==> src/mft_pkg.sv <==
// shared types and codes for the multi-turn feedback tracker
`default_nettype none
package mft_pkg;

	localparam logic MODE_FRAME = 1'b0;
	localparam logic MODE_CLEAR = 1'b1;

	typedef struct packed {
		logic       mode;
		logic [1:0] motor_index;
		logic [7:0] byte0;
		logic [7:0] byte1;
		logic [7:0] byte2;
		logic [7:0] byte3;
		logic [7:0] byte4;
		logic [7:0] byte5;
		logic [7:0] byte6;
	} in_word_t;

	typedef struct packed {
		logic [1:0]         which_motor;
		logic [15:0]        shaft_angle;
		logic signed [15:0] shaft_speed;
		logic signed [15:0] measured_current;
		logic [7:0]         temperature;
		logic signed [31:0] position;
		logic               first_sample;
	} out_word_t;

	typedef struct packed {
		logic signed [31:0] pos;
		logic [15:0]        angle;
	} track_ent_t;

endpackage
`default_nettype wire

==> src/mft_if.sv <==
// handshake channels for input frames and result words
`default_nettype none
interface mft_in_if import mft_pkg::*; ();
	logic     valid;
	logic     ready;
	in_word_t data;
	modport source (output valid, output data, input ready);
	modport sink (input valid, input data, output ready);
endinterface

interface mft_out_if import mft_pkg::*; ();
	logic      valid;
	logic      ready;
	out_word_t data;
	modport source (output valid, output data, input ready);
	modport sink (input valid, input data, output ready);
endinterface
`default_nettype wire

==> src/mft_track_mem.sv <==
// per-motor tracker store: synchronous entry memory plus started flags
`default_nettype none
module mft_track_mem import mft_pkg::*; #(
	parameter int NUM_MOTORS = 4,
	parameter int IDX_W = 2
) (
	input  wire logic             clk,
	input  wire logic             arst_n,
	input  wire logic             rd_en,
	input  wire logic [IDX_W-1:0] rd_idx,
	output track_ent_t            rd_ent,
	input  wire logic             wr_en,
	input  wire logic [IDX_W-1:0] wr_idx,
	input  wire track_ent_t       wr_ent,
	input  wire logic [IDX_W-1:0] st_idx,
	input  wire logic             set_en,
	input  wire logic             clr_en,
	output logic                  started
);

	track_ent_t mem [NUM_MOTORS];
	track_ent_t rd_q;
	logic [NUM_MOTORS-1:0] started_q;

	// read during write to the same entry takes the new word
	always_ff @(posedge clk) begin
		if (wr_en) begin
			mem[wr_idx] <= wr_ent;
		end
		if (rd_en) begin
			if (wr_en && wr_idx == rd_idx) begin
				rd_q <= wr_ent;
			end else begin
				rd_q <= mem[rd_idx];
			end
		end
	end

	always_ff @(posedge clk or negedge arst_n) begin
		if (!arst_n) begin
			started_q <= '0;
		end else if (set_en) begin
			started_q[st_idx] <= 1'b1;
		end else if (clr_en) begin
			started_q[st_idx] <= 1'b0;
		end
	end

	assign rd_ent  = rd_q;
	assign started = started_q[st_idx];

	a_set_sticks: assert property (@(posedge clk) disable iff (!arst_n)
		set_en |=> started_q[$past(st_idx)])
		else $error("started flag not set after frame");
	a_clr_sticks: assert property (@(posedge clk) disable iff (!arst_n)
		clr_en && !set_en |=> !started_q[$past(st_idx)])
		else $error("started flag not cleared after reset request");
	a_wr_set: assert property (@(posedge clk) disable iff (!arst_n)
		wr_en |-> set_en && wr_idx == st_idx)
		else $error("entry write without started update");

endmodule
`default_nettype wire

==> src/mft_unwrap.sv <==
// angle difference folding and position accumulate
`default_nettype none
module mft_unwrap #(
	parameter int TICKS_PER_TURN = 8192
) (
	input  wire logic [15:0]        angle,
	input  wire logic [15:0]        prev_angle,
	input  wire logic signed [31:0] pos,
	output logic signed [31:0]      new_pos
);

	localparam logic signed [18:0] HALF_C = 19'(TICKS_PER_TURN / 2);
	localparam logic signed [18:0] TURN_C = 19'(TICKS_PER_TURN);

	logic signed [18:0] diff;
	logic signed [18:0] fold;

	always_comb begin
		diff = $signed({3'b000, angle}) - $signed({3'b000, prev_angle});
		priority if (diff > HALF_C) begin
			fold = diff - TURN_C;
		end else if (diff < -HALF_C) begin
			fold = diff + TURN_C;
		end else begin
			fold = diff;
		end
		new_pos = pos + $signed({{13{fold[18]}}, fold});
	end

endmodule
`default_nettype wire

==> src/motor_feedback_multiturn_tracker.sv <==
// top level of the multi-turn motor feedback tracker
//
// frame channel: one word per motor feedback frame or tracker reset request
// (mode = 1). result channel: one word per feedback frame for a motor index
// below NUM_MOTORS, carrying the decoded angle, speed, current, temperature
// and the multi-turn position after that frame. reset requests and frames
// for motors that do not exist give no result word.
// pipeline: an accepted word and its entry read are registered together, and
// the update from them is then written into the output register.
// throughput: one word per cycle unless stalled, set by the single
// read-modify-write of the per-motor entry memory; a read of an entry being
// written is forwarded, so one motor's back-to-back frames run at full rate.
// reset: all motors start untracked; the first frame of each motor gives
// position zero with first_sample set. a held result stalls the update
// stage and frame.ready falls only while the output register is full and
// result.ready is low.
`default_nettype none
module motor_feedback_multiturn_tracker import mft_pkg::*; #(
	parameter int NUM_MOTORS = 4,
	parameter int TICKS_PER_TURN = 8192
) (
	input wire logic clk,
	input wire logic arst_n,
	mft_in_if.sink   frame,
	mft_out_if.source result
);

	localparam int IDX_W = (NUM_MOTORS > 1) ? $clog2(NUM_MOTORS) : 1;

	logic             accept;
	logic             in_rng;
	logic             vld_s1;
	logic             rng_s1;
	in_word_t         word_s1;
	logic             res_s1;
	logic             clr_s1;
	logic             go_s1;
	logic [IDX_W-1:0] rd_idx;
	logic [IDX_W-1:0] idx_s1;
	track_ent_t       rd_ent;
	track_ent_t       wr_ent;
	logic             started;
	logic             wr_en;
	logic [15:0]      angle_s1;
	logic signed [31:0] new_pos;
	logic             out_vld_q;
	out_word_t        out_q;

	assign in_rng = {30'd0, frame.data.motor_index} < 32'(NUM_MOTORS);
	assign accept = frame.valid && frame.ready;
	assign rd_idx = IDX_W'(frame.data.motor_index);
	assign idx_s1 = IDX_W'(word_s1.motor_index);

	assign res_s1 = vld_s1 && rng_s1 && word_s1.mode == MODE_FRAME;
	assign clr_s1 = vld_s1 && rng_s1 && word_s1.mode == MODE_CLEAR;
	assign go_s1  = !res_s1 || !out_vld_q || result.ready;
	assign wr_en  = res_s1 && go_s1;
	assign frame.ready = !vld_s1 || go_s1;

	assign angle_s1 = {word_s1.byte0, word_s1.byte1};

	mft_track_mem #(
		.NUM_MOTORS(NUM_MOTORS),
		.IDX_W     (IDX_W)
	) u_mem (
		.clk    (clk),
		.arst_n (arst_n),
		.rd_en  (accept && in_rng),
		.rd_idx (rd_idx),
		.rd_ent (rd_ent),
		.wr_en  (wr_en),
		.wr_idx (idx_s1),
		.wr_ent (wr_ent),
		.st_idx (idx_s1),
		.set_en (wr_en),
		.clr_en (clr_s1),
		.started(started)
	);

	mft_unwrap #(
		.TICKS_PER_TURN(TICKS_PER_TURN)
	) u_unwrap (
		.angle     (angle_s1),
		.prev_angle(rd_ent.angle),
		.pos       (rd_ent.pos),
		.new_pos   (new_pos)
	);

	assign wr_ent = '{pos: (started ? new_pos : 32'sd0), angle: angle_s1};

	always_ff @(posedge clk or negedge arst_n) begin
		if (!arst_n) begin
			vld_s1 <= 1'b0;
		end else if (frame.ready) begin
			vld_s1 <= accept;
		end
	end

	always_ff @(posedge clk) begin
		if (accept) begin
			word_s1 <= frame.data;
			rng_s1  <= in_rng;
		end
	end

	always_ff @(posedge clk or negedge arst_n) begin
		if (!arst_n) begin
			out_vld_q <= 1'b0;
		end else if (wr_en) begin
			out_vld_q <= 1'b1;
		end else if (result.ready) begin
			out_vld_q <= 1'b0;
		end
	end

	always_ff @(posedge clk) begin
		if (wr_en) begin
			out_q.which_motor      <= word_s1.motor_index;
			out_q.shaft_angle      <= angle_s1;
			out_q.shaft_speed      <= $signed({word_s1.byte2, word_s1.byte3});
			out_q.measured_current <= $signed({word_s1.byte4, word_s1.byte5});
			out_q.temperature      <= word_s1.byte6;
			out_q.position         <= wr_ent.pos;
			out_q.first_sample     <= !started;
		end
	end

	assign result.valid = out_vld_q;
	assign result.data  = out_q;

	a_first_zero: assert property (@(posedge clk) disable iff (!arst_n)
		result.valid && result.data.first_sample |-> result.data.position == 32'sd0)
		else $error("first word with non-zero position");
	a_stall_blocks: assert property (@(posedge clk) disable iff (!arst_n)
		res_s1 && out_vld_q && !result.ready |-> !frame.ready)
		else $error("frame taken while update stage is blocked");
	a_no_clr_result: assert property (@(posedge clk) disable iff (!arst_n)
		clr_s1 |=> out_vld_q == $past(out_vld_q && !result.ready))
		else $error("reset request produced a result word");

endmodule
`default_nettype wire

==> src/flat_wrapper.sv <==
// flat-port wrapper written by rule: the top's interface ports become plain ports
module motor_feedback_multiturn_tracker_flat import mft_pkg::*;
#(
	parameter int NUM_MOTORS = 4,
	parameter int TICKS_PER_TURN = 8192
)
  (clk, arst_n, frame_valid, frame_data, frame_ready, result_valid, result_data, result_ready);
  mft_in_if frame_i ();
  mft_out_if result_i ();
  input wire logic clk;
  input wire logic arst_n;
  input wire logic [$bits(frame_i.valid)-1:0] frame_valid;
  input wire logic [$bits(frame_i.data)-1:0] frame_data;
  output wire logic [$bits(frame_i.ready)-1:0] frame_ready;
  output wire logic [$bits(result_i.valid)-1:0] result_valid;
  output wire logic [$bits(result_i.data)-1:0] result_data;
  input wire logic [$bits(result_i.ready)-1:0] result_ready;
  assign frame_i.valid = frame_valid;
  assign frame_i.data = frame_data;
  assign frame_ready = frame_i.ready;
  assign result_valid = result_i.valid;
  assign result_data = result_i.data;
  assign result_i.ready = result_ready;
  motor_feedback_multiturn_tracker #(.NUM_MOTORS(NUM_MOTORS), .TICKS_PER_TURN(TICKS_PER_TURN)) u_core (.clk(clk), .arst_n(arst_n), .frame(frame_i), .result(result_i));
endmodule
==> config.mk <==
export PLATFORM = sky130hd
export DESIGN_NAME = motor_feedback_multiturn_tracker_flat
export DESIGN_NICKNAME = d
export VERILOG_FILES = /design/src/mft_pkg.sv /design/src/mft_if.sv /design/src/mft_track_mem.sv /design/src/mft_unwrap.sv /design/src/motor_feedback_multiturn_tracker.sv /design/src/flat_wrapper.sv
export SDC_FILE = /design/constraint.sdc
export NUM_CORES = 1
export LEC_CHECK = 0
export BUFFER_PORTS_ARGS = -buffer_cell sky130_fd_sc_hd__buf_2
export CAP_MARGIN = 20
export CORE_MARGIN = 2
export CORE_UTILIZATION = 64
export CTS_BUF_LIST = sky130_fd_sc_hd__clkbuf_8 sky130_fd_sc_hd__clkbuf_16
export CTS_CLUSTER_DIAMETER = 40
export CTS_CLUSTER_SIZE = 8
export DETAILED_ROUTE_END_ITERATION = 8
export HOLD_SLACK_MARGIN = 0.05
export PLACE_DENSITY = 0.82
export SLEW_MARGIN = 25
export SYNTH_ARGS = -nofsm -noshare
export SYNTH_HDL_FRONTEND = slang
export SYNTH_HIERARCHICAL = 1
export SYNTH_SLANG_ARGS = --single-unit
==> constraint.sdc <==
create_clock -name clk -period 27.1 [get_ports clk]
set_input_delay 5.42 -clock clk [delete_from_list [all_inputs] [get_ports clk]]
set_output_delay 5.42 -clock clk [all_outputs]
set_load 0.005 [all_outputs]
==> results.cfg, run 1 <==
[yosys]
ys.flop_type = edfxtp_1
synth.most_common_cell = edfxtp_1
synth_compound_area_share_pct = 5.678
syn_avg_cell_area_um2 = 17.65
synth_top_family_by_area = multiplexers
synthArstFlopShare_pct = 1.515
yosys.area_share.simple_pct = 5.267
ys_top_cells_by_area = edfxtp_1, mux4_2, ha_1
synthTopCellsByCount = edfxtp_1, ha_1, mux4_2, nor2_1, inv_1
ys_seq_area_share_pct = 70.83
synth_fp_nets = 1065
synth_mux_area_share_pct = 10.47
yosysWarnings = 6
synth_cell_types = 72
ys_seq_elements = 396
synth_edf_count = 390
synthXorXnorAreaFrac_pct = 1.928
synth_top_area_share_pct = 69.93
syn-instance-count = 949
syn_area_um2 = 16750
synth_fa_ha_area_share_pct = 4.049
yosys.area.top_type = edfxtp_1

[die]
die_x_um = 165.8
rows = 59
die_h_um = 165.8
die-area_um2 = 27480
initial_core_util_pct = 64.63
core_area_um2 = 25910
pin_count = 156

[critical_path]
critPathMostFrequentCell = buf_2
cp-start-kind = input pin
critPathMaxFanout = 3
endpoint_kind = output port
worstSetupPathType = input pin to output port
critPathTopFamily = simple AND/OR/NAND/NOR gates
cp_slowest_stage_delay_ns = 0.36
crit_buf_inv = 3
required_ns = 21.68
cpMaxStageDelayCell = and4bb_1
crit_arrival_ns = 6.07
path_cells = buf_2 -> and4bb_1 -> inv_1 -> buf_2

[cells_and_area]
nets = 1271
fillers = 1429
syn_to_final_growth_pct = 17.03
diodes = 0
final-seq-area_um2 = 11860
final_util_pct = 75.64
fin_area_um2 = 19600
multi_input_comb_area_um2 = 4626
final_layout_size_suffix_gt1_share_pct = 30.15

[detailed_routing]
drtPass1Iterations = 5
vias = 9221
drtIter0Drc = 937
post_drt_via_cell_ratio = 6.070
ant_nets = 0
wl_um = 33200
routedWlPerCell_um = 21.86
drc_errors = 0

[pwr]
p_total_mw = 1.763
p_leak_nw = 7.358
power.density_nw_per_um2 = 89.96
ir_worst_vdd_v = 0.00007663

[clock_tree]
clockBufferDepth = 3
cts_root_buffer = clkbuf_16
post_cts_buffers = 0
clk_latency_ns = 0.57
cts_tree = done
cts_htree_levels = 2
cts.reportedPaths.clkPinSlew_ns = 0.05
cts_resized = 0
numCtsBuffers = 59
ctsHoldBuffers = 0
clock-sinks = 396

[worst_hold_path]
hold_class = flop to flop

[global_route]
grt_pass1_vias = 9673
grt_pass1_wl_um = 53160
grt_max_degree = 78
grt_remaining_overflow = 0
antenna_found_initial = 0
grt_usage_pct = 24.76

[sta]
setup_violations = 0
finalMaxSlewViolations = 0
fin_setup_tns_ns = 0
tightestPinTransition_ns = 0.9792
period_needed_ns = 11.49
fmax_mhz = 87.06
skew_ns = 0.01710
relSlewSlack_pct = 34.72
hold_viol = 0
fin_crit_sh_pct = 42.38
grt_setup_unrepaired = false

[place]
place_area_um2 = 17910
gp_congestion = 0.8250
hpwlAfterDp_um = 19220
port_buffers = 155

[run]
maxCapViolCount = 0

[status]
outcome = complete, no violations
==> worst register-to-register path, stage by stage, from the launching register on <==
cell	delay, ns
edfxtp_1	0.53
inv_1	0.11
ha_1	0.23
fa_1	0.40
nand2b_1	0.18
a21oi_1	0.23
o31a_1	0.25
o211ai_1	0.19
a31o_2	0.28
and2_1	0.20
ha_1	0.27
a21oi_1	0.14
nor2_1	0.07
a21oi_2	0.72
ha_1	0.45
a21oi_1	0.22
nor2b_1	0.07
o21a_1	0.16
o21ai_0	0.21
a21oi_1	0.09
o21ai_0	0.21
o41ai_1	0.15
o41ai_1	0.46
o21ai_0	0.24
xnor2_1	0.17
and2_1	0.23
mux2_2	0.29
==> power breakdown <==
group          total [mW]  switching, mW  internal (mW)
Clock               0.649          0.248          0.401
Sequential          0.778         0.0156          0.762
Combinational       0.336          0.200          0.136
Total                1.76          0.464           1.30
==> flip-flops by register name, summed over array words and instances, names as in the netlist, named ones only <==
signal,flops
u_core/angle_s1,16
u_core/idx_s1,2
u_core/u_mem/rd_ent,48
u_core/u_mem/mem,192
u_core/vld_s1,1
u_core/result.valid,1
u_core/result.data,91
u_core/word_s1,41
==> routing by layer <==
metal | part of all wire, % | track usage [%] | vias up
li1 | - | - | 4139
met2 | 49 | 40.84 | 399
met1 | 41 | 33.04 | 4612
met4 | 2.2 | 7.032 | 0
met5 | 0 | 0 | -
met3 | 7.9 | 6.673 | 71
==> layout make-up <==
cell class | count | share of cell area, %
inverter | 39 | 0.7469
tap | 335 | 2.139
sequential | 396 | 60.52
clock buffer | 60 | 7.660
timing repair buffer | 165 | 4.354
clock inverter | 30 | 0.9831
multi-input combinational | 494 | 23.60
==> worst paths after layout <==
kind                       slack (ns)  cells after the start                       to                from
min reg2reg                      0.41                      0   u_core/result.data[51]  u_core/word_s1[18]
max                             15.61                      4              frame_ready        result_ready
min                              0.41                      0   u_core/result.data[51]  u_core/word_s1[18]
max reg2reg                     20.12                     26  u_core/u_mem/rd_ent[47]  u_core/angle_s1[0]
max in group asynchronous       22.27                      1                async pin              arst_n
min in group asynchronous        4.67                      1                async pin              arst_n
==> stage by stage <==
| stage | hold WS, ns | std cells | setup WS [ns] |
|---|---|---|---|
| after floorplan | 0.4003 | 949 | 13.02 |
| after global placement | 0.4003 | 1429 | 15.64 |
| after detailed placement | 0.4045 | 1429 | 15.62 |
| after CTS | 0.4128 | 1519 | 15.61 |
| after global routing | 0.4208 | 1519 | 15.58 |
| final | 0.4120 | 1519 | 15.61 |
==> cell families after synthesis <==
family / after synthesis
DFF: 396
and+or+nand+nor: 164
AOI/OAI and AO/OA: 141
muxes: 100
buffers and inverters: 59
adders and majority gates: 53
xor gates and xnor gates: 36
==> cells in the final DEF (no fill, tap or decap), types with 5 or more instances in the layout <==
| master | netlist | final |
|---|---|---|
| edfxtp_1 | 390 | 390 |
| xnor2_1 | 26 | 26 |
| buf_2 | 11 | 154 |
| xor2_1 | 9 | 9 |
| o21ai_0 | 30 | 30 |
| nor2b_1 | 7 | 6 |
| clkbuf_16 | 0 | 60 |
| o21a_1 | 12 | 12 |
| buf_4 | 2 | 11 |
| mux4_2 | 48 | 48 |
| nor2_1 | 44 | 43 |
| nand2_1 | 27 | 27 |
| ha_1 | 51 | 51 |
| nand4_1 | 6 | 6 |
| dfrtp_1 | 6 | 6 |
| a21o_1 | 16 | 16 |
| inv_1 | 39 | 60 |
| mux2_4 | 20 | 20 |
| mux2_2 | 28 | 28 |
| a21oi_1 | 38 | 37 |
| and2_1 | 36 | 36 |
| nand2b_1 | 5 | 5 |
Note: power is estimated with default switching activity, not from simulation.
==> run 2: changes to the inputs <==
- CORE_UTILIZATION: 64 -> 59
- PLACE_DENSITY: 0.82 -> 0.76
- clock period: 27.1 -> 11.8 ns (I/O delays scaled with it)
==> run 2 against run 1 <==
Effect of this change: core utilization decreased by 5.0 points; largest cell class unchanged; combinational power rose by 130%; highest routed layer unchanged; flip-flop and latch count stayed put; largest power group unchanged; sequential share of layout area fell by 0.21 points.
==> results.cfg, run 2 (synthesis gave the netlist of run 1 again) <==
[clock_tree]
clk_latency_ns = 0.58
cts_resized = 0
cts.reportedPaths.clkPinSlew_ns = 0.05
post_cts_buffers = 0
cts_htree_levels = 2
cts_tree = done
clockBufferDepth = 3
numCtsBuffers = 59
ctsHoldBuffers = 0
clock-sinks = 396
cts_root_buffer = clkbuf_16

[critical_path]
endpoint_kind = flop
cp-startpoint = u_core/angle_s1[0]
cpMaxStageDelayCell = or4b_4
r2r_slack_ns = 5.15
r2r-end = u_core/u_mem/rd_ent[46]
crit_path_end = u_core/u_mem/rd_ent[46]
critPathMostFrequentCell = a21oi_1
critical_path_depth = 26
crit_buf_inv = 1
worstSetupPathType = flop to flop
critPathTopFamily = compound AO/OA/AOI/OAI gates
cp_slowest_stage_delay_ns = 0.51
r2r_start = u_core/angle_s1[0]
required_ns = 12.12
rr_worst_depth = 26
critPathMaxFanout = 7
crit_arrival_ns = 6.97
cp-start-kind = flop

[place]
port_buffers = 155
gp_congestion = 0.8874
hpwlAfterDp_um = 19450
placed_cells = 1473

[detailed_routing]
vias = 8928
drtIter0Drc = 608
routedWlPerCell_um = 20.18
wl_um = 31520
drc_errors = 0
drtPass1Iterations = 5
post_drt_via_cell_ratio = 5.716
ant_nets = 0

[sta]
hold_viol = 0
fin_setup_tns_ns = 0
relSlewSlack_pct = 42.22
fin_crit_sh_pct = 56.34
grt_setup_unrepaired = false
hold_slack_ns = 0.4104
finalMaxSlewViolations = 0
tightestPinTransition_ns = 0.8667
setup_violations = 0
fmax_mhz = 150.4
skew_ns = 0.03682
period_needed_ns = 6.648

[die]
rows = 61
pin_count = 156
die-area_um2 = 29750
die_h_um = 172.5
initial_core_util_pct = 60.12
die_x_um = 172.5
core_area_um2 = 27860

[status]
outcome = complete, no violations

[cells_and_area]
top_register = u_core/u_mem/mem
final_common_cell = edfxtp_1
final_layout_size_suffix_gt1_share_pct = 30.49
final_util_pct = 70.60
nets = 1273
final_cell_mix = edfxtp_1, buf_2, clkbuf_16, inv_1, ha_1
largest_reg_flops = 192
instances_no_fill = 1562
syn_to_final_growth_pct = 17.45
diodes = 0

[worst_hold_path]
hold_class = flop to flop

[pwr]
ir_worst_vdd_v = 0.0001684
p_leak_nw = 7.359
power.density_nw_per_um2 = 203.7

[run]
maxCapViolCount = 0

[global_route]
grt_pass1_vias = 9032
grt_pass1_wl_um = 49280
antenna_found_initial = 0
grt_max_degree = 66
grt_remaining_overflow = 0
grt_usage_pct = 21.89
run 2: through the flow:
stage	instance area, um2	power [mW]	setup slack [ns]
2_1_floorplan	16750	2.364	0.7806
3_5_place_dp	17970	2.562	5.280
5_1_grt	19670	4.187	4.650
4_1_cts	19640	4.030	5.218
6_report	19670	4.006	5.152
3_3_place_gp	17970	2.543	5.481
run 2: layout make-up:
| class | count | area (um2) |
|---|---|---|
| clock inverter | 28 | 183.9 |
| fill | 1749 | 8189 |
| timing repair buffer | 167 | 888.4 |
| clock buffer | 60 | 1490 |
| tap | 378 | 473.0 |
| inverter | 39 | 146.4 |
| multi-input combinational | 494 | 4626 |
| sequential | 396 | 11860 |
run 2: power breakdown:
part	internal (mW)	switching (mW)	leakage [nW]
Clock	0.895	0.562	0.883
Sequential	1.75	0.0327	3.73
Combinational	0.313	0.453	2.75
Total	2.96	1.05	7.36
run 2: how the worst min path moves through the flow:
stage	startpoint	end	depth (start not counted)
final	u_core/word_s1[35]	u_core/result.data[68]	0
after global routing	u_core/word_s1[3]	u_core/result.data[36]	0
after CTS	u_core/word_s1[24]	u_core/result.data[57]	0
after detailed placement	u_core/word_s1[6]	u_core/result.data[39]	0
after global placement	u_core/word_s1[30]	u_core/result.data[63]	0
after floorplan	u_core/word_s1[0]	u_core/result.data[33]	0
run 2: per-layer routing:
layer	wire [um]	part of all wire, %	up-vias	track usage [%]
met4	602	1.9	0	6.284
met1	13900	44	4408	31.20
met3	2322	7.4	56	5.402
met2	14690	47	315	34.07
li1	-	-	4149	-
met5	0	0	-	0
==> run 3: changes to the inputs <==
- ABC_AREA: not set -> 1
- CORE_UTILIZATION: 59 -> 54
- PLACE_DENSITY: 0.76 -> 0.73
- clock period: 11.8 -> 5.71 ns (I/O delays scaled with it)
==> run 3 against run 2 <==
Effect of this change: first-iteration DRC count is 54% higher; sequential share of layout area down 5.2 points; critical path depth up 5; synthesized area is 11% higher; count of clock-buffer cells in the layout rose by 2; sequential power grew 100%; combinational power increased by 100%; cell count increased by 57%; hold slack got worse by 0.033 ns; register-to-register slack got worse by 4.5 ns; synthesized cell count is 89% higher; critical path type unchanged; largest power group unchanged.
==> results.cfg, run 3 <==
[status]
outcome = complete, no violations

[clock_tree]
clockBufferDepth = 3
numCtsBuffers = 60
cts.reportedPaths.clkPinSlew_ns = 0.05
cts_tree = done
clk_latency_ns = 0.59
post_cts_buffers = 0
cts_htree_levels = 2
ctsHoldBuffers = 0
cts_resized = 0
cts_root_buffer = clkbuf_16
clock-sinks = 396

[place]
port_buffers = 155
place_area_um2 = 19810
gp_congestion = 0.8907
hpwlAfterDp_um = 24530

[run]
maxCapViolCount = 0

[die]
die_h_um = 189.2
die_x_um = 189.2
die-area_um2 = 35780
initial_core_util_pct = 55.07
rows = 67
pin_count = 156
core_area_um2 = 33620

[detailed_routing]
vias = 12551
drtPass1Iterations = 6
wl_um = 39340
routedWlPerCell_um = 16.02
drtIter0Drc = 937
ant_nets = 0
drc_errors = 0
post_drt_via_cell_ratio = 5.112

[critical_path]
r2r_slack_ns = 0.60
r2r-end = u_core/u_mem/rd_ent[39]
endpoint_kind = flop
crit_arrival_ns = 5.42
worstSetupPathType = flop to flop
crit_path_end = u_core/u_mem/rd_ent[39]
rr_worst_depth = 31
cpMaxStageDelayCell = edfxtp_1
cp-start-kind = flop
required_ns = 6.03
cp_slowest_stage_delay_ns = 0.47
r2r_start = u_core/angle_s1[0]
cp-startpoint = u_core/angle_s1[0]
critPathMaxFanout = 7
critPathMostFrequentCell = nand2_1

[sta]
hold_viol = 0
fin_setup_tns_ns = 0
finalMaxSlewViolations = 0
period_needed_ns = 5.105
setup_violations = 0
skew_ns = 0.02961
fin_crit_sh_pct = 89.41
fmax_mhz = 195.9
grt_setup_unrepaired = false
tightestPinTransition_ns = 0.9196
relSlewSlack_pct = 38.60

[global_route]
grtUsageMet2_pct = 36.94
grt_pass1_vias = 12617
top_usage_layer = met2
met3_usage_pct = 5.153
grt_remaining_overflow = 0
grt_usage_pct = 22.26
use_met1_pct = 29.38
grt_max_degree = 67
antenna_found_initial = 0
grt_pass1_wl_um = 63230

[yosys]
synth_fa_ha_area_share_pct = 3.663
syn_avg_cell_area_um2 = 10.30
synth_top_family_by_area = simple AND/OR/NAND/NOR gates
synth_top_area_share_pct = 63.26
synthArstFlopShare_pct = 1.515
yosys.area.top_type = edfxtp_1
ys_seq_elements = 396
yosys.area_share.simple_pct = 19.01
synthTopCellsByCount = nand2_1, edfxtp_1, inv_1, nand3_1, nor2_1
synth_compound_area_share_pct = 3.048
synth_fp_nets = 1914
syn-instance-count = 1798
synth_mux_area_share_pct = 0
yosysWarnings = 6
ys.flop_type = edfxtp_1
syn_area_um2 = 18510
synth_edf_count = 390
synthXorXnorAreaFrac_pct = 1.467
ys_seq_area_share_pct = 64.07
ys_top_cells_by_area = edfxtp_1, nand2_1, inv_1
synth.most_common_cell = nand2_1
synth_cell_types = 41

[cells_and_area]
final_common_cell = nand2_1
final_layout_size_suffix_gt1_share_pct = 15.55
fillers = 2567
diodes = 0
fin_area_um2 = 21520
nets = 2098
largest_reg_flops = 192
top_register = u_core/u_mem/mem
final_cell_mix = nand2_1, edfxtp_1, inv_1, nand3_1, buf_2
syn_to_final_growth_pct = 16.26

[pwr]
ir_worst_vdd_v = 0.0002953
p_leak_nw = 9.909
power.density_nw_per_um2 = 383.3

[worst_hold_path]
hold_class = input pin to async pin
## run 3: changes by cell type in the layout (fill, tap and decap cells not counted), sizes merged, moves of 20 or more
cell | before | now
and2 | 37 | 0
mux4 | 49 | 0
nand3 | 5 | 181
inv | 59 | 364
nand2 | 27 | 554
mux2 | 48 | 0
nor2 | 44 | 64
## run 3: cell type report
| class | count | area [um2] | area share [%] |
|---|---|---|---|
| sequential | 396 | 11860 | 55.11 |
| multi-input combinational | 1002 | 5102 | 23.71 |
| clock buffer | 62 | 1540 | 7.156 |
| inverter | 348 | 1306 | 6.069 |
| timing repair buffer | 174 | 975.9 | 4.534 |
| tap | 448 | 560.5 | 2.604 |
| clock inverter | 25 | 176.4 | 0.8197 |
## run 3: worst min-delay path by stage
stage	endpoint	cells past startpoint
after floorplan	u_core/result.data[33]	0
after global placement	u_core/result.data[46]	0
after detailed placement	u_core/result.data[42]	0
after CTS	async pin	1
after global routing	async pin	1
final	async pin	1
## run 3: per-layer routing
| layer | up-vias | share of wire [%] |
|---|---|---|
| met5 | - | 0 |
| met4 | 0 | 1.9 |
| met3 | 61 | 6.8 |
| met2 | 403 | 47 |
| met1 | 5899 | 44 |
| li1 | 6188 | - |
## run 3: worst max-delay path, delay by kind of cell, from the launching register on
kind            cells  cell delay [ns]
compound gates      5             1.02
fa+ha+maj           4             1.07
xor+xnor            1             0.18
simple gates       15             1.50
buf+inv             6             0.59
flops               1             0.47
## run 3: metrics by stage
| step | total power, mW | setup slack, ns | instances | hold slack, ns | util (%) |
|---|---|---|---|---|---|
| final | 8.249 | 0.6045 | 2455 | 0.3775 | 64.03 |
| after CTS | 8.304 | 0.6774 | 2455 | 0.3616 | 64.03 |
| after floorplan | 4.714 | 0.1417 | 1798 | 0.4003 | - |
| after global placement | 5.091 | 0.7752 | 2367 | 0.4003 | 58.84 |
| after detailed placement | 5.120 | 0.7610 | 2368 | 0.4045 | 58.92 |
| after global routing | 8.646 | 0.2059 | 2455 | 0.3711 | 64.03 |
## run 3: power by group
part	internal (mW)	switching [mW]	leakage (nW)
clock	1.98	1.17	0.890
combinational	0.488	1.04	5.28
sequential	3.51	0.0608	3.74
## run 3: cell families after synthesis
| group | count (synthesis) |
|---|---|
| fa+ha+maj | 53 |
| simple gates | 819 |
| flops | 396 |
| compound gates | 99 |
| buf+inv | 400 |
| xor+xnor | 31 |
